### src/sv/acss_pkg.sv
package acss_pkg;

  // Fixed field widths
  localparam int MV_W       = 16;
  localparam int COUNTS_W   = 16;
  localparam int PERIOD_W   = 32;
  localparam int CFG_IDX_W  = 3;
  localparam int CFG_DATA_W = 32;
  localparam int PROD_W     = 2 * MV_W;

  // Q4.12 rounding: add half an LSB of the result, then drop the fraction
  localparam int                Q_FRAC     = 12;
  localparam logic [PROD_W:0]   ROUND_HALF = (PROD_W + 1)'(1) << (Q_FRAC - 1);

  // Register indexes
  localparam logic [CFG_IDX_W-1:0] REG_BATT_PERIOD  = 3'd0;
  localparam logic [CFG_IDX_W-1:0] REG_THROT_PERIOD = 3'd1;
  localparam logic [CFG_IDX_W-1:0] REG_GAIN         = 3'd2;
  localparam logic [CFG_IDX_W-1:0] REG_RATIO        = 3'd3;
  localparam logic [CFG_IDX_W-1:0] REG_OFFSET       = 3'd4;

  // Register reset values
  localparam logic [PERIOD_W-1:0] BATT_PERIOD_RST  = 32'd1000;
  localparam logic [PERIOD_W-1:0] THROT_PERIOD_RST = 32'd10;
  localparam logic [MV_W-1:0]     GAIN_RST         = 16'd20480;
  localparam logic [MV_W-1:0]     RATIO_RST        = 16'd45056;

  // Mux channel codes
  localparam logic [1:0] CH_NONE  = 2'd0;
  localparam logic [1:0] CH_BATT  = 2'd1;
  localparam logic [1:0] CH_THROT = 2'd2;

  typedef enum logic [1:0] {
    PH_INIT  = 2'd0,
    PH_IDLE  = 2'd1,
    PH_BATT  = 2'd2,
    PH_THROT = 2'd3
  } phase_t;

  typedef enum logic [2:0] {
    C_IDLE,
    C_EVAL,
    C_MUL_GAIN,
    C_MUL_RATIO,
    C_OFFSET,
    C_OUT
  } ctrl_state_t;

  typedef struct packed {
    logic                conv_done;
    logic [COUNTS_W-1:0] conv_counts;
    logic                throttle_enable;
  } in_item_t;

  typedef struct packed {
    logic            start_conversion;
    logic [1:0]      mux_channel;
    logic [MV_W-1:0] battery_mv;
    logic [MV_W-1:0] throttle_mv;
    logic            battery_updated;
    logic            throttle_updated;
    logic [1:0]      phase;
  } out_item_t;

  // Controller to datapath
  typedef struct packed {
    logic capture;
    logic eval;
    logic mul_gain;
    logic mul_ratio;
    logic offset;
    logic load_out;
  } dp_cmd_t;

  // Datapath to controller
  typedef struct packed {
    logic scale_due;
    logic batt_pend;
    logic out_free;
  } dp_sts_t;

endpackage

### src/sv/acss_ctrl.sv
module acss_ctrl (
  input  logic              clk,
  input  logic              rst,
  input  logic              in_valid,
  output logic              in_stall,
  input  acss_pkg::dp_sts_t sts,
  output acss_pkg::dp_cmd_t cmd
);
  import acss_pkg::*;

  ctrl_state_t state, state_next;

  // State register
  always_ff @(posedge clk) begin
    if (rst) begin
      state <= C_IDLE;
    end else begin
      state <= state_next;
    end
  end

  // Next state
  always_comb begin
    state_next = state;
    case (state)
      C_IDLE: begin
        if (in_valid) state_next = C_EVAL;
      end
      C_EVAL: begin
        state_next = sts.scale_due ? C_MUL_GAIN : C_OUT;
      end
      C_MUL_GAIN: begin
        state_next = sts.batt_pend ? C_MUL_RATIO : C_OUT;
      end
      C_MUL_RATIO: state_next = C_OFFSET;
      C_OFFSET:    state_next = C_OUT;
      C_OUT: begin
        if (sts.out_free) state_next = C_IDLE;
      end
      default: state_next = C_IDLE;
    endcase
  end

  // Commands
  always_comb begin
    cmd      = '0;
    in_stall = 1'b1;
    case (state)
      C_IDLE: begin
        in_stall    = 1'b0;
        cmd.capture = in_valid;
      end
      C_EVAL:      cmd.eval      = 1'b1;
      C_MUL_GAIN:  cmd.mul_gain  = 1'b1;
      C_MUL_RATIO: cmd.mul_ratio = 1'b1;
      C_OFFSET:    cmd.offset    = 1'b1;
      C_OUT:       cmd.load_out  = sts.out_free;
      default: begin
        cmd      = '0;
        in_stall = 1'b1;
      end
    endcase
  end

endmodule

### src/sv/acss_dp.sv
module acss_dp #(
  parameter int TICK_WIDTH   = 32,
  parameter int SAMPLE_WIDTH = 16
) (
  input  logic                          clk,
  input  logic                          rst,
  input  acss_pkg::in_item_t            in_data,
  input  logic                          cfg_we,
  input  logic [acss_pkg::CFG_IDX_W-1:0]  cfg_index,
  input  logic [acss_pkg::CFG_DATA_W-1:0] cfg_data,
  output logic                          out_valid,
  input  logic                          out_stall,
  output acss_pkg::out_item_t           out_data,
  input  acss_pkg::dp_cmd_t             cmd,
  output acss_pkg::dp_sts_t             sts
);
  import acss_pkg::*;

  localparam int CMP_W = (TICK_WIDTH > PERIOD_W) ? TICK_WIDTH : PERIOD_W;

  // Configuration registers
  logic [PERIOD_W-1:0] batt_period;
  logic [PERIOD_W-1:0] throt_period;
  logic [MV_W-1:0]     gain;
  logic [MV_W-1:0]     ratio;
  logic [MV_W-1:0]     offset_mv;

  // Scheduler state
  phase_t                phase;
  phase_t                entered;
  logic [TICK_WIDTH-1:0] tick_count;
  logic [TICK_WIDTH-1:0] last_batt;
  logic [TICK_WIDTH-1:0] last_throt;
  logic                  first_run;
  logic [MV_W-1:0]       battery_value;
  logic [MV_W-1:0]       throttle_value;
  logic [1:0]            sel_channel;

  // Captured request and per-tick flags
  logic                    done_q;
  logic [SAMPLE_WIDTH-1:0] counts_q;
  logic                    ten_q;
  phase_t                  ran_q;
  logic                    start_q;
  logic                    bupd_q;
  logic                    tupd_q;
  logic [MV_W-1:0]         prod;

  // Elapsed checks, wrap-safe
  logic [TICK_WIDTH-1:0] batt_diff;
  logic [TICK_WIDTH-1:0] throt_diff;
  logic                  batt_due;
  logic                  throt_due;

  assign batt_diff  = tick_count - last_batt;
  assign throt_diff = tick_count - last_throt;
  assign batt_due   = CMP_W'(batt_diff) >= CMP_W'(batt_period);
  assign throt_due  = CMP_W'(throt_diff) >= CMP_W'(throt_period);

  // Shared Q4.12 multiplier with rounding and saturation
  logic [MV_W-1:0]   mul_a;
  logic [MV_W-1:0]   mul_b;
  logic [PROD_W-1:0] mul_full;
  logic [PROD_W:0]   mul_rnd;
  logic [PROD_W-Q_FRAC:0] mul_shift;
  logic [MV_W-1:0]   mul_sat;

  assign mul_a     = cmd.mul_ratio ? prod : MV_W'(counts_q);
  assign mul_b     = cmd.mul_ratio ? ratio : gain;
  assign mul_full  = mul_a * mul_b;
  assign mul_rnd   = {1'b0, mul_full} + ROUND_HALF;
  assign mul_shift = mul_rnd[PROD_W:Q_FRAC];
  assign mul_sat   = (|mul_shift[PROD_W-Q_FRAC:MV_W]) ? '1 : mul_shift[MV_W-1:0];

  // Offset add and clamp to 0..65535
  logic signed [MV_W+1:0] off_sum;
  logic [MV_W-1:0]        off_clamp;

  assign off_sum = $signed({2'b00, prod}) + $signed({{2{offset_mv[MV_W-1]}}, offset_mv});
  always_comb begin
    if (off_sum[MV_W+1]) begin
      off_clamp = '0;
    end else if (off_sum[MV_W]) begin
      off_clamp = '1;
    end else begin
      off_clamp = off_sum[MV_W-1:0];
    end
  end

  // Status to controller
  assign sts.scale_due = done_q && (phase == entered) &&
                         ((phase == PH_BATT) || (phase == PH_THROT));
  assign sts.batt_pend = bupd_q;
  assign sts.out_free  = !out_valid || !out_stall;

  // Configuration writes
  always_ff @(posedge clk) begin
    if (rst) begin
      batt_period  <= BATT_PERIOD_RST;
      throt_period <= THROT_PERIOD_RST;
      gain         <= GAIN_RST;
      ratio        <= RATIO_RST;
      offset_mv    <= '0;
    end else if (cfg_we) begin
      case (cfg_index)
        REG_BATT_PERIOD:  batt_period  <= cfg_data[PERIOD_W-1:0];
        REG_THROT_PERIOD: throt_period <= cfg_data[PERIOD_W-1:0];
        REG_GAIN:         gain         <= cfg_data[MV_W-1:0];
        REG_RATIO:        ratio        <= cfg_data[MV_W-1:0];
        REG_OFFSET:       offset_mv    <= cfg_data[MV_W-1:0];
        default: ;
      endcase
    end
  end

  // Hold the accepted request
  always_ff @(posedge clk) begin
    if (cmd.capture) begin
      done_q   <= in_data.conv_done;
      counts_q <= in_data.conv_counts[SAMPLE_WIDTH-1:0];
      ten_q    <= in_data.throttle_enable;
    end
  end

  // Advance the scheduler by one tick, then run the scaling steps
  always_ff @(posedge clk) begin
    if (rst) begin
      phase          <= PH_INIT;
      entered        <= PH_INIT;
      tick_count     <= '0;
      last_batt      <= '0;
      last_throt     <= '0;
      first_run      <= 1'b1;
      battery_value  <= '0;
      throttle_value <= '0;
      sel_channel    <= CH_NONE;
      bupd_q         <= 1'b0;
      tupd_q         <= 1'b0;
      start_q        <= 1'b0;
      ran_q          <= PH_INIT;
    end else begin
      if (cmd.eval) begin
        ran_q      <= phase;
        start_q    <= 1'b0;
        bupd_q     <= 1'b0;
        tupd_q     <= 1'b0;
        tick_count <= tick_count + TICK_WIDTH'(1);
        case (phase)
          PH_INIT: begin
            sel_channel <= CH_NONE;
            phase       <= PH_IDLE;
          end
          PH_IDLE: begin
            entered <= PH_IDLE;
            if (batt_due) begin
              phase <= PH_BATT;
            end else if (ten_q && throt_due) begin
              phase <= PH_THROT;
            end else if (first_run) begin
              phase     <= PH_BATT;
              first_run <= 1'b0;
            end
          end
          PH_BATT: begin
            if (entered != PH_BATT) begin
              sel_channel <= CH_BATT;
              start_q     <= 1'b1;
              last_batt   <= tick_count;
              entered     <= PH_BATT;
            end else if (done_q) begin
              bupd_q <= 1'b1;
              phase  <= PH_IDLE;
            end
          end
          default: begin
            if (entered != PH_THROT) begin
              sel_channel <= CH_THROT;
              start_q     <= 1'b1;
              last_throt  <= tick_count;
              entered     <= PH_THROT;
            end else if (done_q) begin
              tupd_q <= 1'b1;
              phase  <= PH_IDLE;
            end
          end
        endcase
      end
      if (cmd.mul_gain && tupd_q) begin
        throttle_value <= mul_sat;
      end
      if (cmd.offset) begin
        battery_value <= off_clamp;
      end
    end
  end

  // Product register between multiplier steps
  always_ff @(posedge clk) begin
    if (cmd.mul_gain || cmd.mul_ratio) begin
      prod <= mul_sat;
    end
  end

  // Output register
  always_ff @(posedge clk) begin
    if (rst) begin
      out_valid <= 1'b0;
    end else if (cmd.load_out) begin
      out_valid <= 1'b1;
    end else if (!out_stall) begin
      out_valid <= 1'b0;
    end
  end

  always_ff @(posedge clk) begin
    if (cmd.load_out) begin
      out_data.start_conversion <= start_q;
      out_data.mux_channel      <= sel_channel;
      out_data.battery_mv       <= battery_value;
      out_data.throttle_mv      <= throttle_value;
      out_data.battery_updated  <= bupd_q;
      out_data.throttle_updated <= tupd_q;
      out_data.phase            <= ran_q;
    end
  end

endmodule

### src/sv/adc_two_channel_sampling_scheduler_top.sv
// Two-channel converter sampling scheduler. Each request is one tick carrying the
// converter done flag, its counts and the throttle enable; each tick yields exactly
// one result with the start pulse, mux channel, latest battery and throttle
// millivolts, update flags and the phase that ran. After the request is accepted
// the controller steps through evaluate and then the output load when no
// conversion completes; a throttle conversion adds the gain step, and a battery
// conversion adds the gain, divider-ratio and offset steps. The extra steps go
// through the single shared 16x16 Q4.12 multiplier (gain, then divider ratio)
// and the offset clamp. The input is taken again in the cycle after the result
// is loaded. Only one tick is in flight at a time; a stalled output delays the
// loading of the result and so the next tick.
module adc_two_channel_sampling_scheduler_top #(
  parameter int TICK_WIDTH   = 32,
  parameter int SAMPLE_WIDTH = 16
) (
  input  logic                            clk,
  input  logic                            rst,
  input  logic                            in_valid,
  output logic                            in_stall,
  input  acss_pkg::in_item_t              in_data,
  output logic                            out_valid,
  input  logic                            out_stall,
  output acss_pkg::out_item_t             out_data,
  input  logic                            cfg_we,
  input  logic [acss_pkg::CFG_IDX_W-1:0]  cfg_index,
  input  logic [acss_pkg::CFG_DATA_W-1:0] cfg_data
);
  import acss_pkg::*;

  dp_cmd_t cmd;
  dp_sts_t sts;

  acss_ctrl u_ctrl (
    .clk      (clk),
    .rst      (rst),
    .in_valid (in_valid),
    .in_stall (in_stall),
    .sts      (sts),
    .cmd      (cmd)
  );

  acss_dp #(
    .TICK_WIDTH   (TICK_WIDTH),
    .SAMPLE_WIDTH (SAMPLE_WIDTH)
  ) u_dp (
    .clk       (clk),
    .rst       (rst),
    .in_data   (in_data),
    .cfg_we    (cfg_we),
    .cfg_index (cfg_index),
    .cfg_data  (cfg_data),
    .out_valid (out_valid),
    .out_stall (out_stall),
    .out_data  (out_data),
    .cmd       (cmd),
    .sts       (sts)
  );

endmodule

### config.mk
export PLATFORM = sky130hd
export DESIGN_NAME = adc_two_channel_sampling_scheduler_top
export DESIGN_NICKNAME = d
export VERILOG_FILES = /design/src/sv/acss_pkg.sv /design/src/sv/acss_ctrl.sv /design/src/sv/acss_dp.sv /design/src/sv/adc_two_channel_sampling_scheduler_top.sv
export SDC_FILE = /design/constraint.sdc
export NUM_CORES = 1
export LEC_CHECK = 0
export BUFFER_PORTS_ARGS = -buffer_cell sky130_fd_sc_hd__buf_2
export CAP_MARGIN = 10
export CELL_PAD_IN_SITES_DETAIL_PLACEMENT = 0
export CELL_PAD_IN_SITES_GLOBAL_PLACEMENT = 1
export CORE_ASPECT_RATIO = 0.7
export CORE_UTILIZATION = 44
export CTS_CLUSTER_SIZE = 24
export DETAILED_ROUTE_END_ITERATION = 10
export GPL_TIMING_DRIVEN = 0
export PLACE_DENSITY = 0.85
export SKIP_LAST_GASP = 1
export SLEW_MARGIN = 0
export SYNTH_ARGS = -nofsm -noshare
export SYNTH_HDL_FRONTEND = slang
export SYNTH_SLANG_ARGS = --single-unit
### constraint.sdc
create_clock -name clk -period 8.91 [get_ports clk]
set_clock_uncertainty 0.2 [all_clocks]
set_input_delay 0.4455 -clock clk [delete_from_list [all_inputs] [get_ports clk]]
set_output_delay 0.4455 -clock clk [all_outputs]
set_load 0.05 [all_outputs]
==> results.txt <==
In this run the most used layer during global routing was met1. The aggregate global routing overflow came out at 0. The number of vias per cell after detailed routing is 5.550.

The detail route stage leaves a number of antenna-violating nets equal to 0. The post-synthesis adder-cell area fraction is 28.08%. The final count of hold timing violations is 0.

The aggregate global-route resource usage came out at 27.29%. The flow ran to the end, and the final reports show no timing, DRC or antenna violations. The area fraction of the dominant cell type after synthesis came out at 19.98%.

In the global route stage, met2 resource usage came out at 37.74%. The endpoint identified for the worst register-to-register timing path is u_dp.prod[0]. The area overhead of the layout relative to synthesis came out at 13.17%. The die extent in y came out at 204.0 um.

The delay of the slowest cell on the worst path is 0.62 ns. Across the run, the number of max-cap violations was 0. The initial antenna violation count came out at 4. The synthesized net count is 3,509.

The global routing met1 resource utilization came out at 42.21%. The sort of element at the end of the critical path is a flip-flop. The compound-cell area share of the yosys netlist came out at 12.91%. In this run the cell area measured after placement is 27,170 um^2. Sequential cells were found to cover 28.52% of the synthesized design area.

The routability congestion estimate from global placement came out at 1.003. The peak ir drop on the vdd network is 0.1259 mV. The number of synthesized register bits came out at 329. The number of enable flip-flop cells after synthesis came out at 73.

The worst setup path is launched from a flip-flop. The maximum root-to-sink buffer count is 3. The endpoint of the most critical setup path is u_dp.prod[0]. The count of fill cells added during filler insertion is 5,358. The pre-CTS worst setup slack came out at -1.416 ns. The detailed-route wire length came out at 80,780 um. The average wire per cell in the routed design is 20.41 um. The xor and xnor fraction of the mapped netlist area came out at 3.960%. The first TritonRoute pass finished after 6 iterations.

Port buffering added 97 buffers. The initial core utilization is 44.87%. The area of all placed cells without fillers is 29,030 um^2. After synthesis, the mean cell area works out to 8.568 um^2.

Across all register-to-register paths, the minimum setup slack is 0.24 ns. The share of synthesized area spent on multiplexers is 2.487%. The cell that appears most often on the critical path is sky130_fd_sc_hd__fa_1.

The data arrival time of the worst path is 8.72 ns. The DRC violations left is 0. The number of DRC markers after the initial detailed-route iteration is 2,215. The most used standard cell by instance count after synthesis is sky130_fd_sc_hd__nand2_1. The global routing usage on met3 came out at 5.872%. The min-delay analysis places its worst path in the category primary input to flip-flop.

The number of slew-limit violations in the final report came to 0. The net count of the finished layout is 3,693. The maximum operating frequency came out at 0.1153 GHz. The combined area of all synthesized cells is 25,650 um^2. The post-synthesis share of cell area spent on and, or, nand and nor gates came out at 16.77%. Setup slack on the critical path of the routed design comes to 0.2382 ns. The global-route wire length before repair is 123,800 um.

The clock network latency to the later pin of the worst-skew pair is 0.58 ns. Measured against its own limit, the worst slew margin works out to 17.54%. After synthesis, the most frequently instantiated cells are 553 x sky130_fd_sc_hd__nand2_1, 386 x sky130_fd_sc_hd__inv_1, 270 x sky130_fd_sc_hd__a21oi_1, 259 x sky130_fd_sc_hd__ha_1, 256 x sky130_fd_sc_hd__dfxtp_1.

The floorplan core area is 57,180 um^2. After clock tree synthesis, the clock-pin slew on the worst setup and hold paths is 0.07 ns. The detailed placer's ending HPWL is 64,650 um. The area of the die came out at 59,290 um^2. The via count of the first global-routing pass came out at 21,060. The overall power is 4.273 mW.

The number of failing setup endpoints in the final timing report is 0. The layout cell share with drive strength beyond 1 came out at 8.328%. At the pin with the least slew margin, the transition time is 1.203 ns. The biggest area contributor in the post-synthesis netlist is sky130_fd_sc_hd__dfxtp_1. The floorplan step set the die width to 290.6 um. The Yosys warning count came out at 0. Among all flip-flop cells after synthesis, the most frequent one is sky130_fd_sc_hd__dfxtp_1. The leakage power figure came out at 12.72 nW.

The worst register-to-register path begins at u_ctrl.state[0]. The worst-path cell with the longest stage delay is sky130_fd_sc_hd__mux2i_2. Entering global routing, the biggest net connects 22 pins. The number of distinct library cells after synthesis is 75. The combinational family with the most area after synthesis is adder cells.

The H-tree depth is 2. The final period utilization came out at 97.33%. Counting cells, the worst reg-to-reg path comes to 27.

Across all layers, the routed design uses 21,960 vias. By startpoint and endpoint, the worst setup path is classified as flip-flop to flip-flop. The number of buffers created by CTS is 36. The worst path in the final design needs a cycle of 8.672 ns, including I/O delays and setup. The power density relative to cell area is 147.2 nW/um^2. By area the synthesized netlist is led by sky130_fd_sc_hd__dfxtp_1 20%, sky130_fd_sc_hd__fa_1 15%, sky130_fd_sc_hd__ha_1 13%.

The CTS sink count came out at 329. The number of standard-cell rows in the floorplan is 73. The share of flip-flops with an asynchronous set or reset after synthesis is 0%. In this run the clock root is driven by a sky130_fd_sc_hd__clkbuf_16. The number of placed I/O pins came out at 99. Tracing the worst setup path back leads to its startpoint at u_ctrl.state[0]. The worst-path maximum fanout is 11. The required time reported for the critical path endpoint is 8.96 ns. The cell count after synthesis is 2,994.

The final core area utilization is 50.78%. TritonCTS built the clock tree.
-- critical path: cells and delay by family (launching register included) --
family | cells | cell delay [ns]
fa+ha+maj | 7 | 3.43
compound gates | 5 | 1.46
simple gates | 6 | 1.14
buf+inv | 7 | 0.99
mux | 2 | 0.79
flops | 1 | 0.31
-- metrics by stage --
| stage | instances | setup TNS, ns | hold WS (ns) |
|---|---|---|---|
| after floorplan | 2994 | 0 | 0.2081 |
| after global placement | 3841 | -40.69 | 0.2135 |
| after detailed placement | 3847 | -41.70 | 0.2178 |
| after CTS | 3957 | 0 | 0.006231 |
| after global routing | 3957 | -0.006261 | 0.01946 |
| final | 3957 | 0 | 0.02868 |
-- repair_timing --
item                                   4_1_cts  5_1_grt
setup buffers                                4        0
pin swaps                                    1        0
gates resized for setup                     27       34
hold buffers                                41        0
endpoints found under the hold margin       79        0
setup endpoints to repair                   32       32
-- registers in the layout, summed over array words and instances, names as in the netlist, 3 cells and up --
register and cells:
u_dp.throt_period 32, u_dp.battery_value 16, u_dp.last_throt 32, u_dp.ratio 16
u_dp.offset_mv 16, u_dp.prod 16, u_dp.gain 16, u_dp.tick_count 32
u_dp.throttle_value 16, u_ctrl.state 3, u_dp.counts_q 16, u_dp.out_data 39
u_dp.batt_period 32, u_dp.last_batt 32
-- routing by layer --
| metal | vias to the layer above | part of all wire [%] |
|---|---|---|
| met5 | - | 0 |
| met4 | 0 | 2.2 |
| met3 | 107 | 10 |
| met2 | 981 | 39 |
| met1 | 10640 | 49 |
| li1 | 10230 | - |
-- logic make-up after synthesis --
| family | after synthesis |
|---|---|
| buffers and inverters | 489 |
| AO/OA/AOI/OAI | 532 |
| adder cells (fa/ha/maj) | 457 |
| XOR/XNOR | 116 |
| AND/OR/NAND/NOR | 1011 |
| flip-flops | 329 |
| multiplexers | 60 |
-- area by class of cell --
cell class / instances / area [um^2] / area share, %
Antenna cell: 1 / 2.502 / 0.008619
Buffer: 100 / 435.4 / 1.500
Clock buffer: 45 / 994.7 / 3.426
Clock inverter: 21 / 230.2 / 0.7930
Inverter: 386 / 1449 / 4.991
Multi-Input combinational cell: 2176 / 16650 / 57.37
Sequential cell: 329 / 7317 / 25.20
Tap cell: 750 / 938.4 / 3.232
Timing Repair Buffer: 149 / 1011 / 3.482
-- worst min path at each step --
stage | start | endpoint | slack [ns] | cells past startpoint
final | cfg_data[7] | u_dp.ratio[7] | 0.03 | 3
after global routing | cfg_data[9] | u_dp.gain[9] | 0.02 | 3
after CTS | cfg_data[6] | u_dp.offset_mv[6] | 0.006 | 3
after detailed placement | u_dp.throttle_value[9] | u_dp.out_data[13] | 0.22 | 0
after global placement | u_dp.sel_channel[0] | u_dp.out_data[36] | 0.21 | 0
after floorplan | u_dp.ran_q[0] | u_dp.out_data[0] | 0.21 | 0
-- cell usage in the layout (no fill, tap or decap), types with 25 or more instances in the layout --
cell | synthesis | final
sky130_fd_sc_hd__nand2_1 | 553 | 553
sky130_fd_sc_hd__inv_1 | 386 | 386
sky130_fd_sc_hd__a21oi_1 | 270 | 269
sky130_fd_sc_hd__ha_1 | 259 | 259
sky130_fd_sc_hd__dfxtp_1 | 256 | 256
sky130_fd_sc_hd__nor2_1 | 253 | 252
sky130_fd_sc_hd__fa_1 | 198 | 198
sky130_fd_sc_hd__buf_2 | 2 | 99
sky130_fd_sc_hd__clkbuf_1 | 92 | 83
sky130_fd_sc_hd__edfxtp_1 | 73 | 73
sky130_fd_sc_hd__a21o_1 | 63 | 63
sky130_fd_sc_hd__xor2_1 | 60 | 60
sky130_fd_sc_hd__xnor2_1 | 56 | 56
sky130_fd_sc_hd__o21ai_0 | 55 | 51
sky130_fd_sc_hd__dlygate4sd3_1 | 0 | 41
sky130_fd_sc_hd__clkbuf_16 | 0 | 36
sky130_fd_sc_hd__nand3_1 | 35 | 35
sky130_fd_sc_hd__and3_1 | 25 | 25
sky130_fd_sc_hd__mux2_2 | 26 | 25
-- where the power goes --
| part | internal, mW | leakage, nW | switching [mW] |
|---|---|---|---|
| Sequential | 1.57 | 2.74 | 0.0243 |
| Combinational | 0.368 | 9.37 | 0.720 |
| Clock | 0.895 | 0.605 | 0.694 |
No activity file was read; power rests on OpenSTA's default activity.
